==> config.mk <==
export PLATFORM = sky130hd
export DESIGN_NAME = masked_sprite_alpha_blend_top
export DESIGN_NICKNAME = d
export VERILOG_FILES = /design/src/sv/msab_pkg.sv /design/src/sv/msab_regs.sv /design/src/sv/msab_mask.sv /design/src/sv/msab_blend.sv /design/src/sv/masked_sprite_alpha_blend_top.sv
export SDC_FILE = /design/constraint.sdc
export NUM_CORES = 2
export LEC_CHECK = 0
export BUFFER_PORTS_ARGS = -buffer_cell sky130_fd_sc_hd__buf_4
export CAP_MARGIN = 20
export CORE_UTILIZATION = 60
export CTS_CLUSTER_DIAMETER = 120
export CTS_CLUSTER_SIZE = 12
export DETAILED_ROUTE_END_ITERATION = 8
export PLACE_DENSITY = 0.77
export SETUP_SLACK_MARGIN = 0.05
export SYNTH_ARGS = -nofsm -noshare
export SYNTH_HDL_FRONTEND = slang
export SYNTH_SLANG_ARGS = --single-unit
==> constraint.sdc <==
create_clock -name clk_i -period 31 [get_ports clk_i]
set_input_delay 4.65 -clock clk_i [delete_from_list [all_inputs] [get_ports clk_i]]
set_output_delay 4.65 -clock clk_i [all_outputs]
set_load 0.01 [all_outputs]
==> src/sv/msab_pkg.sv <==
// Shared types and constants of the masked sprite alpha blend block.
// Used by the register file, the mask and blend pipelines and the top level.
`default_nettype none

package msab_pkg;

  localparam int unsigned CfgAddrW = 5;
  localparam int unsigned CfgDataW = 32;
  localparam int unsigned SpriteDimDefault = 256;

  typedef struct packed {
    logic [7:0] blend_weight;
    logic       clip_enable;
    logic       wide_mode;
    logic [9:0] origin_x;
    logic [9:0] origin_y;
  } cfg_t;

endpackage

`default_nettype wire

==> src/sv/msab_regs.sv <==
// Configuration register file behind an APB-style port.
// Depends on msab_pkg for the register struct and port widths.
`default_nettype none

module msab_regs (
  input  wire logic                          clk_i,
  input  wire logic                          rst_ni,
  input  wire logic                          psel,
  input  wire logic                          penable,
  input  wire logic                          pwrite,
  input  wire logic [msab_pkg::CfgAddrW-1:0] paddr,
  input  wire logic [msab_pkg::CfgDataW-1:0] pwdata,
  output logic      [msab_pkg::CfgDataW-1:0] prdata,
  output logic                               pready,
  output msab_pkg::cfg_t                     cfg_o
);
  import msab_pkg::*;

  localparam logic [2:0] RegBlendWeight = 3'd0;
  localparam logic [2:0] RegClipEnable  = 3'd1;
  localparam logic [2:0] RegWideMode    = 3'd2;
  localparam logic [2:0] RegOriginX     = 3'd3;
  localparam logic [2:0] RegOriginY     = 3'd4;

  cfg_t       cfg_q, cfg_d;
  logic [2:0] reg_idx;
  logic       wr_en;

  assign reg_idx = paddr[4:2];
  assign wr_en   = psel && penable && pwrite && pready;
  assign pready  = 1'b1;
  assign cfg_o   = cfg_q;

  always_comb begin
    cfg_d = cfg_q;
    if (wr_en) begin
      unique case (reg_idx)
        RegBlendWeight: cfg_d.blend_weight = pwdata[7:0];
        RegClipEnable:  cfg_d.clip_enable  = pwdata[0];
        RegWideMode:    cfg_d.wide_mode    = pwdata[0];
        RegOriginX:     cfg_d.origin_x     = pwdata[9:0];
        RegOriginY:     cfg_d.origin_y     = pwdata[9:0];
        default: ;
      endcase
    end
  end

  always_comb begin
    unique case (reg_idx)
      RegBlendWeight: prdata = {24'd0, cfg_q.blend_weight};
      RegClipEnable:  prdata = {31'd0, cfg_q.clip_enable};
      RegWideMode:    prdata = {31'd0, cfg_q.wide_mode};
      RegOriginX:     prdata = {22'd0, cfg_q.origin_x};
      RegOriginY:     prdata = {22'd0, cfg_q.origin_y};
      default:        prdata = '0;
    endcase
  end

  always_ff @(posedge clk_i or negedge rst_ni) begin
    if (!rst_ni) begin
      cfg_q <= '0;
    end else begin
      cfg_q <= cfg_d;
    end
  end

endmodule

`default_nettype wire

==> src/sv/msab_mask.sv <==
// Three-stage write decision: screen point, logo mask line pieces, final test.
// Depends on msab_pkg for the configuration struct.
`default_nettype none

module msab_mask #(
  parameter int unsigned SpriteDim = msab_pkg::SpriteDimDefault
) (
  input  wire logic           clk_i,
  input  wire logic           en_i,
  input  msab_pkg::cfg_t      cfg_i,
  input  wire logic [7:0]     col_i,
  input  wire logic [7:0]     row_i,
  input  wire logic           spr_nz_i,
  output logic                write_o
);
  import msab_pkg::*;

  localparam logic [10:0] DimLimit    = 11'(SpriteDim);
  localparam logic [20:0] Recip1000   = 21'd1073742;
  localparam logic signed [14:0] Edge4 = 15'sd1368;

  function automatic logic signed [14:0] quad(input logic signed [11:0] l);
    return {l[11], l, 2'b00};
  endfunction

  // Stage 1: screen point.
  logic [10:0]        x_sum, y_sum;
  logic [12:0]        xq_d;
  logic signed [11:0] y_d;
  logic               base_d;
  logic [12:0]        s1_xq_q;
  logic signed [11:0] s1_y_q;
  logic               s1_base_q;

  always_comb begin
    x_sum  = {3'd0, col_i} + {1'b0, cfg_i.origin_x};
    y_sum  = {3'd0, row_i} + {1'b0, cfg_i.origin_y};
    y_d    = $signed({1'b0, y_sum}) - 12'sd5;
    if (cfg_i.wide_mode) begin
      xq_d = {2'd0, x_sum} + {1'b0, x_sum, 1'b0} + 13'd320;
    end else begin
      xq_d = {x_sum, 2'b00};
    end
    base_d = spr_nz_i && ({3'd0, col_i} < DimLimit) && ({3'd0, row_i} < DimLimit);
  end

  // Stage 2: magnitudes of the line pieces times their slopes.
  logic signed [11:0] t1, v3;
  logic [11:0]        a1, a3;
  logic [10:0]        u2;
  logic [13:0]        p1_d;
  logic [19:0]        p2_d, p3_d;
  logic [13:0]        s2_p1_q;
  logic [19:0]        s2_p2_q, s2_p3_q;
  logic               s2_pos1_q, s2_neg3_q, s2_lo_q, s2_mid_q, s2_base_q;
  logic [12:0]        s2_xq_q;

  always_comb begin
    t1 = s1_y_q - 12'sd100;
    v3 = s1_y_q - 12'sd243;
    a1 = t1[11] ? (~t1 + 12'd1) : t1;
    a3 = v3[11] ? (~v3 + 12'd1) : v3;
    if (s1_y_q >= 12'sd215) begin
      u2 = 11'(s1_y_q - 12'sd215);
    end else begin
      u2 = '0;
    end
    p1_d = 14'(a1[10:0]) * 14'd5;
    p2_d = 20'(u2) * 20'd793;
    p3_d = 20'(a3[10:0]) * 20'd821;
  end

  // Stage 3: truncated quotients by one thousand.
  logic [40:0] prod2, prod3;
  logic [9:0]  s3_q1_q, s3_q2_q, s3_q3_q;
  logic        s3_pos1_q, s3_neg3_q, s3_lo_q, s3_mid_q, s3_base_q;
  logic [12:0] s3_xq_q;

  assign prod2 = 41'(s2_p2_q) * 41'(Recip1000);
  assign prod3 = 41'(s2_p3_q) * 41'(Recip1000);

  always_ff @(posedge clk_i) begin
    if (en_i) begin
      s1_xq_q   <= xq_d;
      s1_y_q    <= y_d;
      s1_base_q <= base_d;

      s2_p1_q   <= p1_d;
      s2_p2_q   <= p2_d;
      s2_p3_q   <= p3_d;
      s2_pos1_q <= !t1[11];
      s2_neg3_q <= v3[11];
      s2_lo_q   <= s1_y_q < 12'sd188;
      s2_mid_q  <= s1_y_q < 12'sd215;
      s2_base_q <= s1_base_q;
      s2_xq_q   <= s1_xq_q;

      s3_q1_q   <= s2_p1_q[12:3];
      s3_q2_q   <= prod2[39:30];
      s3_q3_q   <= prod3[39:30];
      s3_pos1_q <= s2_pos1_q;
      s3_neg3_q <= s2_neg3_q;
      s3_lo_q   <= s2_lo_q;
      s3_mid_q  <= s2_mid_q;
      s3_base_q <= s2_base_q;
      s3_xq_q   <= s2_xq_q;
    end
  end

  // Line values and the mask test.
  logic signed [11:0] l1, l2, l3;
  logic signed [14:0] xqs;
  logic               in_mask;

  always_comb begin
    l1  = s3_pos1_q ? 12'sd397 - $signed({2'b00, s3_q1_q})
                    : 12'sd397 + $signed({2'b00, s3_q1_q});
    l2  = 12'sd319 - $signed({2'b00, s3_q2_q});
    l3  = s3_neg3_q ? 12'sd342 - $signed({2'b00, s3_q3_q})
                    : 12'sd342 + $signed({2'b00, s3_q3_q});
    xqs = $signed({2'b00, s3_xq_q});
    if (s3_lo_q) begin
      in_mask = xqs < quad(l1);
    end else if (s3_mid_q) begin
      in_mask = xqs < Edge4;
    end else if (xqs < quad(l2)) begin
      in_mask = 1'b1;
    end else if (xqs < quad(l3)) begin
      in_mask = 1'b0;
    end else begin
      in_mask = xqs < Edge4;
    end
    write_o = s3_base_q && (!cfg_i.clip_enable || in_mask);
  end

endmodule

`default_nettype wire

==> src/sv/msab_blend.sv <==
// Three-stage weighted blend of sprite and framebuffer bytes, red and blue swapped.
// Depends on msab_pkg for the configuration struct.
`default_nettype none

module msab_blend (
  input  wire logic        clk_i,
  input  wire logic        en_i,
  input  msab_pkg::cfg_t   cfg_i,
  input  wire logic [23:0] spr_rgb_i,
  input  wire logic [23:0] fb_i,
  output logic      [23:0] mix_o,
  output logic      [23:0] fb_o
);
  import msab_pkg::*;

  localparam logic [16:0] Recip255 = 17'd65794;

  logic [2:0][7:0]  s1_spr_q, s1_fb_q;
  logic [2:0][15:0] s2_ms_q, s2_mf_q, ms_d, mf_d;
  logic [2:0][7:0]  s3_mix_q, mix_d;
  logic [23:0]      s2_fb_q, s3_fb_q;
  logic [7:0]       w_inv;
  logic [32:0]      qs [3];
  logic [32:0]      qf [3];

  assign w_inv = 8'd255 - cfg_i.blend_weight;

  always_comb begin
    for (int i = 0; i < 3; i++) begin
      ms_d[i]  = 16'(s1_spr_q[i]) * 16'(cfg_i.blend_weight);
      mf_d[i]  = 16'(s1_fb_q[i]) * 16'(w_inv);
      qs[i]    = 33'(s2_ms_q[i]) * 33'(Recip255);
      qf[i]    = 33'(s2_mf_q[i]) * 33'(Recip255);
      mix_d[i] = qs[i][31:24] + qf[i][31:24];
    end
  end

  always_ff @(posedge clk_i) begin
    if (en_i) begin
      s1_spr_q <= {spr_rgb_i[7:0], spr_rgb_i[15:8], spr_rgb_i[23:16]};
      s1_fb_q  <= fb_i;
      s2_ms_q  <= ms_d;
      s2_mf_q  <= mf_d;
      s2_fb_q  <= s1_fb_q;
      s3_mix_q <= mix_d;
      s3_fb_q  <= s2_fb_q;
    end
  end

  assign mix_o = s3_mix_q;
  assign fb_o  = s3_fb_q;

endmodule

`default_nettype wire

==> src/sv/masked_sprite_alpha_blend_top.sv <==
// Top level of the masked sprite alpha blend block: stream ports, output stage.
// Depends on msab_pkg, msab_regs, msab_mask and msab_blend.
`default_nettype none

// One pixel transaction is accepted per clock and its result appears in the output
// register behind the three compute stages; that pipeline plus the
// output register moves as one, so a stalled output holds every stage in place and
// throughput is one pixel per cycle whenever the result side takes data.
// The user must write configuration registers through the APB port while no pixel
// is in flight; the block does not enforce it. A pixel is written when its sprite
// word is nonzero, it lies inside the sprite and, with clipping on, its screen point
// lies inside the logo mask; an unwritten pixel returns its framebuffer bytes.
module masked_sprite_alpha_blend_top #(
  parameter int unsigned SpriteDim = msab_pkg::SpriteDimDefault
) (
  input  wire logic                          clk_i,
  input  wire logic                          rst_ni,
  // tdata: sprite_col[7:0], sprite_row[15:8], sprite_pixel[47:16], screen_pixel[71:48]
  input  wire logic [71:0]                   s_axis_tdata,
  input  wire logic                          s_axis_tvalid,
  output logic                               s_axis_tready,
  // tdata: blended_pixel[23:0]
  output logic      [23:0]                   m_axis_tdata,
  // tuser: write_enable[0]
  output logic      [0:0]                    m_axis_tuser,
  output logic                               m_axis_tvalid,
  input  wire logic                          m_axis_tready,
  input  wire logic                          psel,
  input  wire logic                          penable,
  input  wire logic                          pwrite,
  input  wire logic [msab_pkg::CfgAddrW-1:0] paddr,
  input  wire logic [msab_pkg::CfgDataW-1:0] pwdata,
  output logic      [msab_pkg::CfgDataW-1:0] prdata,
  output logic                               pready
);
  import msab_pkg::*;

  cfg_t        cfg;
  logic        adv;
  logic [3:0]  vld_q;
  logic        mask_we;
  logic [23:0] mix, fb3;
  logic        out_we_q;
  logic [23:0] out_pix_q;

  assign adv           = !vld_q[3] || m_axis_tready;
  assign s_axis_tready = adv;

  msab_regs u_regs (
    .clk_i   (clk_i),
    .rst_ni  (rst_ni),
    .psel    (psel),
    .penable (penable),
    .pwrite  (pwrite),
    .paddr   (paddr),
    .pwdata  (pwdata),
    .prdata  (prdata),
    .pready  (pready),
    .cfg_o   (cfg)
  );

  msab_mask #(
    .SpriteDim (SpriteDim)
  ) u_mask (
    .clk_i    (clk_i),
    .en_i     (adv),
    .cfg_i    (cfg),
    .col_i    (s_axis_tdata[7:0]),
    .row_i    (s_axis_tdata[15:8]),
    .spr_nz_i (|s_axis_tdata[47:16]),
    .write_o  (mask_we)
  );

  msab_blend u_blend (
    .clk_i     (clk_i),
    .en_i      (adv),
    .cfg_i     (cfg),
    .spr_rgb_i (s_axis_tdata[39:16]),
    .fb_i      (s_axis_tdata[71:48]),
    .mix_o     (mix),
    .fb_o      (fb3)
  );

  always_ff @(posedge clk_i or negedge rst_ni) begin
    if (!rst_ni) begin
      vld_q <= '0;
    end else if (adv) begin
      vld_q <= {vld_q[2:0], s_axis_tvalid};
    end
  end

  always_ff @(posedge clk_i) begin
    if (adv) begin
      out_we_q  <= mask_we;
      out_pix_q <= mask_we ? mix : fb3;
    end
  end

  assign m_axis_tvalid   = vld_q[3];
  assign m_axis_tdata    = out_pix_q;
  assign m_axis_tuser[0] = out_we_q;

  a_fill : assert property (@(posedge clk_i) disable iff (!rst_ni)
    (adv && vld_q[2]) |=> m_axis_tvalid)
    else $error("stage three transaction did not reach the output");

  a_bubble : assert property (@(posedge clk_i) disable iff (!rst_ni)
    (adv && !vld_q[2]) |=> !m_axis_tvalid)
    else $error("output valid without a transaction behind it");

  a_hold : assert property (@(posedge clk_i) disable iff (!rst_ni)
    !adv |=> $stable(vld_q))
    else $error("pipeline valid bits moved during a stall");

  a_accept : assert property (@(posedge clk_i) disable iff (!rst_ni)
    (s_axis_tvalid && s_axis_tready) |=> vld_q[0])
    else $error("accepted transaction missing from stage one");

endmodule

`default_nettype wire

Word level (Yosys, flattened, before mapping)
Cells that the tools add are included.
{"block": "word_totals", "register_bits": 420, "latchBits": 0, "ram_bits": 0, "romBits": 0, "output_inout_bits": 60, "wordCells": 123, "n_memories": 0}
{"block": "op_classes", "addsub": 19, "n_mul": 17, "div_mod_pow": 0, "magnitude_cmp": 7, "eq_ne": 4, "n_shift": 0, "mux": 12, "bitwise_logic": 2, "n_reduce_logical": 15}
{"cell": "multiplier 16 x 16 -> 31 bit (second input constant)", "count": 6}
{"cell": "multiplier 8 x 8 -> 16 bit", "count": 6}
{"cell": "multiplier 20 x 20 -> 39 bit (second input constant)", "count": 2}
{"cell": "one-hot mux 10 bit (5 select lines)", "count": 1}
{"cell": "multiplier 11 x 10 -> 20 bit (second input constant)", "count": 2}
{"cell": "2-to-1 mux 11 bit", "count": 3}
{"cell": "subtractor 9 x 10 -> 11 bit (first input constant)", "count": 3}
{"cell": "OR reduction 32 bit", "count": 1}
{"cell": "< comparator 14 bit", "count": 2}
{"cell": "adder 8 bit", "count": 3}
{"cell": "< comparator 12 x 9 -> 1 bit (second input constant)", "count": 2}
{"cell": "2-to-1 mux 12 bit", "count": 2}
{"cell": "2-to-1 mux 24 bit", "count": 1}
{"cell": "adder 11 x 1 -> 11 bit (second input constant)", "count": 2}
{"cell": "adder 8 x 10 -> 11 bit", "count": 2}
{"cell": "adder 9 x 10 -> 11 bit (first input constant)", "count": 2}
{"cell": "inverter 11 bit", "count": 2}
{"cell": "< comparator 14 x 13 -> 1 bit", "count": 1}
{"cell": "adder 11 x 12 -> 13 bit", "count": 1}
{"cell": "adder 13 x 9 -> 13 bit (second input constant)", "count": 1}
{"cell": "< comparator 13 x 11 -> 1 bit (second input constant)", "count": 1}
{"cell": "multiplier 11 x 3 -> 13 bit (second input constant)", "count": 1}
{"cell": "2-to-1 mux 13 bit", "count": 1}
{"cell": "greater-or-equal comparator 12 x 9 -> 1 bit (second input constant)", "count": 1}
{"cell": "other kinds (14)", "count": 27}

Logic depth before layout (Yosys ltp)
{"block": "depth", "ltp_word": 10, "depth_mapped": 28, "depth_no_buf": 26}

Modules after synthesis
From an unflattened synthesis, not the netlist that was laid out.
{"block": "hier_totals", "hier_cells": 4970, "hier_area_um2": 52352.7}
{"module": "msab_blend", "n_inst": 1, "cells_per_inst": 2467, "area_per_inst_um2": 26558.0}
{"module": "msab_mask", "n_inst": 1, "cells_per_inst": 2300, "area_per_inst_um2": 22861.9}
{"module": "msab_regs", "n_inst": 1, "cells_per_inst": 131, "area_per_inst_um2": 1581.5}
{"module": "masked_sprite_alpha_blend_top", "n_inst": 1, "cells_per_inst": 72, "area_per_inst_um2": 1351.3}

Least setup slack after synthesis
No wires, ideal clock.
{"block": "synth_path", "kind": "input to output", "start": "input port m_axis_tready", "end": "output port s_axis_tready", "arrival_ns": 13.804, "required_time_ns": 26.350, "setup_slack_ns": 12.546, "path_stages": 1, "cell_sequence": "nand2b_1"}
{"block": "synth_via", "elab_chain_cells": 1}
{"item": "start: declaration", "line": "masked_sprite_alpha_blend_top.sv:27", "source": "input wire logic m_axis_tready,"}
{"item": "logical OR 1 bit", "line": "masked_sprite_alpha_blend_top.sv:46", "source": "assign adv = !vld_q[3] || m_axis_tready;"}
{"item": "end: declaration", "line": "masked_sprite_alpha_blend_top.sv:21", "source": "output logic s_axis_tready,"}
Every way passes these cells.

Worst setup path in the final report
{"block": "layout_path", "start": "input port paddr[3] (netlist name)", "end": "output port prdata[1] (netlist name)"}
{"block": "layout_via", "elab_chain_cells": 2, "word_cells_on_any_way": 6, "classes_between": "eq/ne: 4; mux: 1; reduce/logical: 1"}
{"item": "start: declaration", "line": "masked_sprite_alpha_blend_top.sv:31", "source": "input wire logic [msab_pkg::CfgAddrW-1:0] paddr,"}
{"item": "== test 3 bit (tied with other cells)", "line": "msab_regs.sv:49", "source": "unique case (reg_idx)"}
{"item": "one-hot mux 10 bit (5 select lines) (*)", "line": "msab_regs.sv:49"}
{"item": "end: declaration", "line": "masked_sprite_alpha_blend_top.sv:33", "source": "output logic [msab_pkg::CfgDataW-1:0] prdata,"}
Mark *: on every way between the ends. The rest lies on a longest branch, timed or not.

==> metrics.yaml <==
sta:
  maxSlewHeadroom: 0.3190
  worst_slack_ns: 20.02
  finalCriticalPeriod_ns: 10.98
  finalCritPeriodShare: 0.3543
  finalMaxSlewViolations: 0
  hold_viol: 0
  fin_skew_ns: 0.03431
  setup_viol: 0
  final.setup.tns_ns: 0
  worst_pin_slew_ns: 1.021
  fmax_mhz: 91.04
  grt_setup_unrepaired: "false"
setup_path:
  worstSetupPathType: "input port to primary output"
  r2r_start: "u_mask.s1_y_q[2]"
  cp_data_arrival_time_ns: 6.33
  start_kind: "input port"
  cp_data_required_time_ns: 26.35
  reg2reg_depth: 24
  crit_fanout: 10
  critPathCapture: "prdata[1]"
  crit_path_end_kind: "primary output"
  r2r-end: "u_mask.s2_p3_q[18]"
  setup.worst_path.start: "paddr[3]"
  rrSetupSlack_ns: 24.10
floorplan:
  start_util: 0.6086
  rows: 106
  ioPinCount: 176
  die_w_microns: 293.8
  die_area_sq_um: 86330
  die_y_microns: 293.8
  coreArea_sq_um: 83950
clocking:
  cts.repair.resized: 0
  cts-root-buf: "clkbuf_16"
  clkSinkCount: 411
  clk_path_buf_depth: 3
  postCtsSetupRepairBufs: 0
  hold_buffers: 0
  cts_tree: "built"
  clkTransAtPathRegs_ns: 0.06
  cts_buffers: 40
  cts_max_level: 2
  clk_latency_ns: 0.59
yosys:
  synth_edf_count: 377
  synth-seq-cells: 411
  ys_types: 91
  synthArstFlopShare: 0.08273
  yosysWarnings: 0
  synth_area_sq_um: 51100
  synth_ff_type: "edfxtp_1"
  synthCells: 4794
  ys_seq_area_frac: 0.2382
  netlist.top_cell.by_area: "ha_1"
  netlist_top_cells_area: "ha_1 29%, edfxtp_1 22%, fa_1 17%"
  synth_area_per_cell_sq_um: 10.66
  synth.top_cell.area_share: 0.2921
finish:
  area.growth.synth_to_final_pct: 6.440
  drive_gt1_frac: 0.05719
  nNetsFinal: 6651
  diodes: 0
global_routing:
  grt_max_degree: 84
  antenna_found_initial: 7
  grt_usage: 0.2423
  grt_pass1_vias: 34690
  grt_pass1_wl_microns: 169000
  overflow: 0
drt:
  remaining_drc_errors: 0
  post_drt_via_cell_ratio: 5.508
  routedWlPerCell_microns: 16.76
  firstDrtPassIters: 5
  drtIter0Drc: 1351
  ant_nets: 0
  vias: 33410
  routed_wl_microns: 101700
hold_path:
  hold_depth: 0
  min_path_type: "flop to flop"
placed_design:
  place_ws_ns: 20.09
  place_hpwl_microns: 82530
  portBuffers: 128
  gp_congestion: 0.9148
run:
  maxCapViolCount: 0
run_status:
  status: "complete, no violations"
==> critical path, cell delays in order <==
cell and delay (ns):
buf_4 0.15, nor2_1 0.40, nand2_1 0.32, o22ai_1 0.56
buf_4 0.24
==> layout by cell type (no fill, tap or decap), types with 18 or more instances in the layout <==
cell type	netlist	final
nand2_1	207	207
nor3_1	52	52
dfrtp_1	34	29
o21bai_1	20	20
inv_1	844	844
xnor2_1	200	200
edfxtp_1	377	377
nand2b_1	116	115
mux2_2	50	50
fa_1	431	431
ha_1	1193	1193
and2_1	116	116
clkbuf_16	0	40
buf_4	25	146
conb_1	2	23
a31oi_1	23	23
o21ai_0	100	100
and3_1	18	18
nor2_1	140	140
o21a_1	45	45
xor2_1	75	75
a21o_1	73	73
a21oi_1	156	156
nand3_1	48	48
nor2b_1	136	136
==> cell usage after synthesis (10+ instances only) <==
library cell and count:
inv_1 844, nor2_1 140, ha_1 1193, nand2_1 207
o2111ai_1 13, or3_1 10, edfxtp_1 377, clkbuf_1 55
o21bai_1 20, nor3_1 52, a31oi_1 23, o21a_1 45
fa_1 431, buf_4 25, mux2_2 50, o211ai_1 17
xor2_1 75, nand2b_1 116, o22ai_1 10, xnor2_1 200
and2_1 116, and3_1 18, o21ai_0 100, nand4_1 17
dfrtp_1 34, a21oi_1 156, nor2b_1 136, or2_2 11
nand3_1 48, a21o_1 73, a211oi_1 12, nor4_1 11
==> registers in the layout (all words and copies together) (netlist names), 12 cells and up <==
| register | flops |
|---|---|
| u_blend.fb_o | 24 |
| u_blend.s1_spr_q | 24 |
| u_blend.s1_fb_q | 24 |
| u_blend.mix_o | 24 |
| u_mask.s2_p2_q | 20 |
| u_blend.s2_fb_q | 24 |
| u_regs.cfg_o | 30 |
| u_blend.s2_mf_q | 48 |
| u_mask.s1_y_q | 12 |
| u_mask.s2_p3_q | 20 |
| m_axis_tdata | 24 |
| u_blend.s2_ms_q | 48 |
==> logic make-up after synthesis <==
kind of cell               count (synthesis)  share of synthesized area
AOI/OAI and AO/OA                        573                    0.07437
other                                      2                  0.0001470
DFF                                      411                     0.2382
and+or+nand+nor                          912                    0.09393
xor gates and xnor gates                 280                    0.04895
muxes                                     56                    0.01224
buffers and inverters                    936                    0.07114
adders and majority gates               1624                     0.4610
==> routing by layer <==
layer  track usage  vias to the layer above  wire length [microns]
li1              -                    16410                      -
met1        0.3141                    16350                  45290
met2        0.4267                      478                  50100
met3       0.03104                      152                   3801
met4       0.06110                       14                   2365
met5             0                        -                     91
==> area by class of cell <==
class | count | area (sq um)
Timing Repair Buffer | 146 | 1096
Tap cell | 1134 | 1419
Multi-Input combinational cell | 3468 | 35380
Clock inverter | 5 | 85.08
Inverter | 844 | 3168
Fill cell | 6633 | 29570
Sequential cell | 411 | 12180
Clock buffer | 57 | 1065
==> how the worst min path moves through the flow <==
| stage | slack [ns] | start | endpoint |
|---|---|---|---|
| after floorplan | 0.40 | u_blend.s2_fb_q[0] | u_blend.fb_o[0] |
| after global routing | 0.42 | u_mask.s2_xq_q[4] | u_mask.s3_xq_q[4] |
| after detailed placement | 0.40 | u_blend.s2_fb_q[10] | u_blend.fb_o[10] |
| final | 0.41 | u_mask.s2_xq_q[12] | u_mask.s3_xq_q[12] |
| after global placement | 0.40 | u_blend.s2_fb_q[20] | u_blend.fb_o[20] |
| after CTS | 0.41 | u_mask.s2_xq_q[12] | u_mask.s3_xq_q[12] |
==> metrics by stage <==
step	cells	hold WS, ns	util	cell area, sq um
floorplan	4815	0.4003	-	51170
global placement	6003	0.4005	0.6341	53240
detailed placement	6003	0.4045	0.6341	53240
CTS	6065	0.4111	0.6478	54390
global route	6065	0.4210	0.6478	54390
finish	6065	0.4092	0.6478	54390
Power is left out: the tool's default activity adds up to more than one toggle a clock period on the data nets, which glitch-free logic cannot reach.
